===== src/rtl/two_voice_sample_mixer_unit_macros.svh =====
// Assertion macros for the two-voice sample mixer.
// Used by two_voice_sample_mixer_unit.sv; expects clk_i and rst_ni in scope.
`ifndef TWO_VOICE_SAMPLE_MIXER_UNIT_MACROS_SVH
`define TWO_VOICE_SAMPLE_MIXER_UNIT_MACROS_SVH
`ifndef SYNTH
// Same-cycle implication, disabled while reset is asserted.
`define TVSM_ASSERT_IMPL(lbl, ante, cons, msg) \
  lbl: assert property (@(posedge clk_i) disable iff (!rst_ni) (ante) |-> (cons)) \
    else $error(msg);
// Next-cycle implication, disabled while reset is asserted.
`define TVSM_ASSERT_NEXT(lbl, ante, cons, msg) \
  lbl: assert property (@(posedge clk_i) disable iff (!rst_ni) (ante) |=> (cons)) \
    else $error(msg);
`else
`define TVSM_ASSERT_IMPL(lbl, ante, cons, msg)
`define TVSM_ASSERT_NEXT(lbl, ante, cons, msg)
`endif
`endif


===== src/rtl/tvsm_pkg.sv =====
// Shared constants, codes and types of the two-voice sample mixer.
// No dependencies; imported by tvsm_mul, two_voice_sample_mixer_unit and the bench.
package tvsm_pkg;

  localparam int STORE_ADDR_BITS = 16;
  localparam int VOICES          = 2;
  localparam int VOICE_BITS      = (VOICES > 1) ? $clog2(VOICES) : 1;
  localparam int STORE_DEPTH     = 1 << STORE_ADDR_BITS;

  localparam int POS_W    = 50;
  localparam int FRAC_W   = 32;
  localparam int IDX_W    = POS_W - FRAC_W;
  localparam int STEP_W   = 40;
  localparam int VOL_W    = 7;
  localparam int ADDR_W   = 16;
  localparam int LEN_W    = 16;
  localparam int LOOP_W   = 8;
  localparam int SAMPLE_W = 8;
  localparam int AUDIO_W  = 16;
  localparam int MIX_W    = AUDIO_W + VOICE_BITS;
  localparam int CFG_W    = 40;
  localparam int CFG_IDX_W = 1;

  // Shared multiplier: signed operand times unsigned operand.
  localparam int OPA_W  = 10;
  localparam int OPB_W  = 8;
  localparam int PROD_W = 18;

  localparam int INTERP_SHIFT = 8;
  localparam int AUDIO_MAX    = 32767;
  localparam int AUDIO_MIN    = -32768;

  localparam logic [STEP_W-1:0]          STEP_RESET  = 40'd1073741824;
  localparam logic [VOL_W-1:0]           VOL_RESET   = 7'd100;
  localparam logic signed [SAMPLE_W:0]   SAMPLE_BIAS = 9'sd128;

  typedef enum logic [1:0] {
    ACT_WRITE = 2'd0,
    ACT_START = 2'd1,
    ACT_STOP  = 2'd2,
    ACT_FRAME = 2'd3
  } action_e;

  typedef enum logic [CFG_IDX_W-1:0] {
    REG_STEP   = 1'b0,
    REG_VOLUME = 1'b1
  } cfg_reg_e;

  typedef enum logic [3:0] {
    S_IDLE,
    S_CHECK,
    S_WRAP,
    S_RDA,
    S_RDB,
    S_MUL1,
    S_SUM,
    S_MUL2,
    S_ACC,
    S_DONE
  } seq_state_e;

  typedef struct packed {
    logic                    en;
    logic signed [OPA_W-1:0] op_a;
    logic [OPB_W-1:0]        op_b;
  } mul_req_t;

endpackage


===== src/rtl/tvsm_mul.sv =====
// Shared signed-by-unsigned multiplier with a registered product.
// Depends on tvsm_pkg for operand widths and the request struct.
module tvsm_mul
  import tvsm_pkg::*;
(
  input  logic                     clk_i,
  input  mul_req_t                 req_i,
  output logic signed [PROD_W-1:0] prod_o
);

  logic signed [PROD_W-1:0] prod_q;
  logic signed [PROD_W-1:0] prod_d;

  assign prod_d = PROD_W'(req_i.op_a) * PROD_W'($signed({1'b0, req_i.op_b}));

  always_ff @(posedge clk_i) begin
    if (req_i.en) begin
      prod_q <= prod_d;
    end
  end

  assign prod_o = prod_q;

endmodule


===== config.mk =====
export PLATFORM = sky130hd
export DESIGN_NAME = tvsm_mul
export DESIGN_NICKNAME = d
export VERILOG_FILES = /design/src/rtl/two_voice_sample_mixer_unit_macros.svh /design/src/rtl/tvsm_pkg.sv /design/src/rtl/tvsm_mul.sv
export SDC_FILE = /design/constraint.sdc
export NUM_CORES = 1
export LEC_CHECK = 0
export ABC_CLOCK_PERIOD_IN_PS = 6280
export BUFFER_PORTS_ARGS = -buffer_cell sky130_fd_sc_hd__clkbuf_2
export CAP_MARGIN = 20
export CORE_ASPECT_RATIO = 1.4
export CORE_MARGIN = 4
export CORE_UTILIZATION = 35
export CTS_CLUSTER_SIZE = 10
export DETAILED_ROUTE_END_ITERATION = 7
export PLACE_DENSITY = 0.53
export SLEW_MARGIN = 20
export SYNTH_ARGS = -nofsm -noshare
export SYNTH_HDL_FRONTEND = slang
export SYNTH_SLANG_ARGS = --single-unit

===== constraint.sdc =====
create_clock -name clk_i -period 6.28 [get_ports clk_i]
set_input_delay 0.628 -clock clk_i [delete_from_list [all_inputs] [get_ports clk_i]]
set_output_delay 0.628 -clock clk_i [all_outputs]
set_load 0.05 [all_outputs]

## After elaboration in Yosys (flattened, before gate mapping)

Cells that the tools add are included.

- Bits in registers: 18
- Output and inout port bits: 18
- Word-level logic and storage cells: 2

- $mul: 1

Operators with widths:

| cell | count |
|---|---|
| multiplier 10 x 9 -> 18 bit | 1 |

## Logic depth before layout (Yosys ltp)

- Word-level depth: 1
- Mapped depth: 18
- Gate-level depth less buffers: 16

## Worst setup path before layout

No wires, ideal clock.

- Path kind: input to register
- Start point: input req_i[0] (netlist name)
- End point: register prod_q[16] (netlist: prod_o[16]), data pin
- Slack: 1534 ps
- Buffers on the path: 1
- Data arrival time: 4576 ps
- Stages: 15
- Library setup time: 170 ps
- Path through: clkbuf_1 > nand2_1 > fa_1 > inv_1 > fa_1 > inv_1 > fa_1 > fa_1 > inv_1 > ha_1 > and3_1 > and3_1 > a31oi_1 > nand2_1 > a311oi_2

- Longest elaborated chain between the ends: 1

Ends and longest elaborated chain:

| element | line | RTL |
|---|---|---|
| start, declared | tvsm_mul.sv:7 | `input mul_req_t req_i,` |
| multiplier 10 x 9 -> 18 bit | tvsm_mul.sv:14 | `assign prod_d = PROD_W'(req_i.op_a) * PROD_W'($signed({1'b0, req_i.op_b}));` |
| named net prod_d[16] | tvsm_mul.sv:12 | `logic signed [PROD_W-1:0] prod_d;` |
| end signal, assigned | tvsm_mul.sv:18 | `prod_q <= prod_d;` |
| end, declared | tvsm_mul.sv:11 | `logic signed [PROD_W-1:0] prod_q;` |

The timed path passes the listed nets, and every way through them passes these cells.
A chain may end at the register's enable or synchronous reset.

## Worst setup path after layout

Ends and elaborated chain as after synthesis.

==> impl_metrics.py <==
metrics = {
    "global_route": {
        "grt_use_met2_pct": 27.9,
        "grt_pass1_wl_um": 13300,
        "antenna_found_initial": 0,
        "top_usage_layer": "met2",
        "met1_usage_pct": 14.8,
        "grt_max_degree": 19,
        "met3_usage_pct": 1.12,
        "track_usage_pct": 13.9,
        "grt_overflow_total": 0,
        "grt_pass1_vias": 2859,
    },
    "sta": {
        "finalSetupTns_ns": 0,
        "drv_slew": 0,
        "holdWs_ns": 0.804,
        "clock.fmax_mhz": 214,
        "setup_viol": 0,
        "relSlewSlack_pct": 66.8,
        "fin_crit_sh_pct": 74.4,
        "setup_ws_ns": 1.61,
        "tightest_slew_ns": 0.498,
        "hold_violations": 0,
        "period_needed_ns": 4.67,
        "rsz0062_at_grt": "false",
    },
    "floorplan": {
        "die_area_um2": 12000,
        "ios": 38,
        "start_util_pct": 36.1,
        "die_y_um": 128,
        "rows": 43,
        "die_x_um": 93.8,
        "core_area_um2": 10000,
    },
    "synth": {
        "synth_area_per_cell_um2": 9.38,
        "synth_top_area_cell": "fa_1",
        "synth.distinct_cells": 40,
        "ys_ff_latch": 18,
        "synth_top_area_share_pct": 35.5,
        "synth_edf_count": 18,
        "syn-instance-count": 385,
        "yosysWarnings": 0,
        "ys_seq_area_share_pct": 15.0,
        "synthArstFlopShare_pct": 0,
        "synthFlopType": "edfxtp_1",
        "synth_area_um2": 3610,
        "synth_area_leaders": "fa_1 (35%), edfxtp_1 (15%), ha_1 (12%), inv_1 (11%), and2_1 (5.9%)",
        "synthesis.nets": 504,
    },
    "detailed_routing": {
        "first_iter_violations": 76,
        "routed_wl_um": 7360,
        "postRouteAntennaNets": 0,
        "route.detailed.drc": 0,
        "dr_total_vias": 2556,
        "wire_per_inst_um": 13.3,
        "drt_pre_antenna_iters": 4,
        "vias_per_cell": 4.62,
    },
    "worst_setup_path": {
        "critPathMaxFanout": 10,
        "path_cells": "clkbuf_2 > nand2_1 > fa_1 > inv_1 > fa_1 > inv_1 > fa_1 > fa_1 > inv_1 > ha_1 > and3_1 > and3_1 > a31oi_1 > nand2_1 > a311oi_2",
        "slowest_stage": "fa_1",
        "cp-end-kind": "flop",
        "required_ns": 6.36,
        "slowest_delay_ns": 0.70,
        "critical_path_buf_inv_count": 4,
        "crit_path_frequent_cell": "fa_1",
        "crit_type": "input pin to flop",
        "cp-start-kind": "input pin",
        "crit_family": "adder cells",
        "cp.arrival_ns": 4.76,
    },
    "placement": {
        "place_ws_ns": 1.32,
        "gp_congestion": 0.833,
        "hpwl_um": 6410,
        "io_buffer_count": 37,
    },
    "pwr": {
        "p_per_area_nw_per_um2": 447,
        "irDropWorstVdd_mv": 0.202,
        "p_leak_uw": 0.00207,
    },
    "finish": {
        "syn_to_final_growth_pct": 11.1,
        "final_cell_mix": "inv_1 (104), fa_1 (64), nand2_1 (51)",
        "antenna_cells": 0,
        "largest_register_ffs": 18,
        "drive_gt1_share_pct": 12.4,
        "layout_commonest_cell": "inv_1",
        "nets": 538,
    },
    "outcome": {
        "status": "finished clean",
    },
    "cts": {
        "cts_setup_buffers": 0,
        "cts_buffers": 3,
        "cts_tree": "done",
        "clock_path_buffers": 2,
        "htree_levels": 1,
        "cts-root-buf": "clkbuf_16",
        "path_clk_slew_ns": 0.05,
        "clock_sinks": 18,
        "cts_hold_buf": 0,
        "ctsResizeCount": 0,
    },
    "job": {
        "drv_cap": 0,
    },
    "hold_path": {
        "min_path_type": "input pin to flop",
    },
}
==> cell usage after synthesis (4+ instances only) <==
master / count
ha_1: 35
clkbuf_1: 7
o21ai_0: 4
edfxtp_1: 18
xnor2_1: 9
a21oi_1: 7
fa_1: 64
nor2_1: 12
inv_1: 104
nand2_1: 51
and2_1: 34
xor2_1: 6
==> per-stage QoR <==
step                util (%)  area [µm²]  cells  power, µW
global placement        39.3        3930    549       1670
detailed placement      39.3        3930    549       1690
CTS                     40.1        4010    553       1830
floorplan                  -        3610    385       1410
finish                  40.1        4010    553       1790
global route            40.1        4010    553       2010
==> kinds of logic after synthesis <==
group | Yosys count | synth area share (%)
AND/OR/NAND/NOR | 115 | 16.0
buffers and inverters | 112 | 11.7
adder cells (fa/ha/maj) | 99 | 47.6
AO/OA/AOI/OAI | 25 | 5.72
flip-flops | 18 | 15.0
XOR/XNOR | 15 | 3.64
multiplexers | 1 | 0.277
==> power by group <==
group,leakage (µW),switching (µW),total [µW],internal (µW)
Clock,0.0000385,46.8,132,84.8
Sequential,0.000176,12.2,256,244
Combinational,0.00186,853,1410,554
==> cell type report <==
cell class                 instances  area (µm²)
inverter                         104         390
clock inverter                     1        3.75
timing repair buffer              37         185
tap                              135         169
sequential                        18         541
clock buffer                       3        75.1
fill                            1050        6000
multi-input combinational        255        2650
==> per-layer routing <==
layer	share of wire (%)	up-vias	wire, µm
li1	-	1221	-
met1	37	1290	2710
met2	59	35	4330
met3	2.1	10	157
met4	2.1	0	156
met5	0	-	0
==> path summary, 6_finish.rpt <==
path,slack [ns],start,endpoint,cells past startpoint
worst max-delay path,1.61,req_i[0],prod_o[16],15
worst min-delay path,0.80,req_i[8],prod_o[0],2
Note: power is estimated with default switching activity, not from simulation.
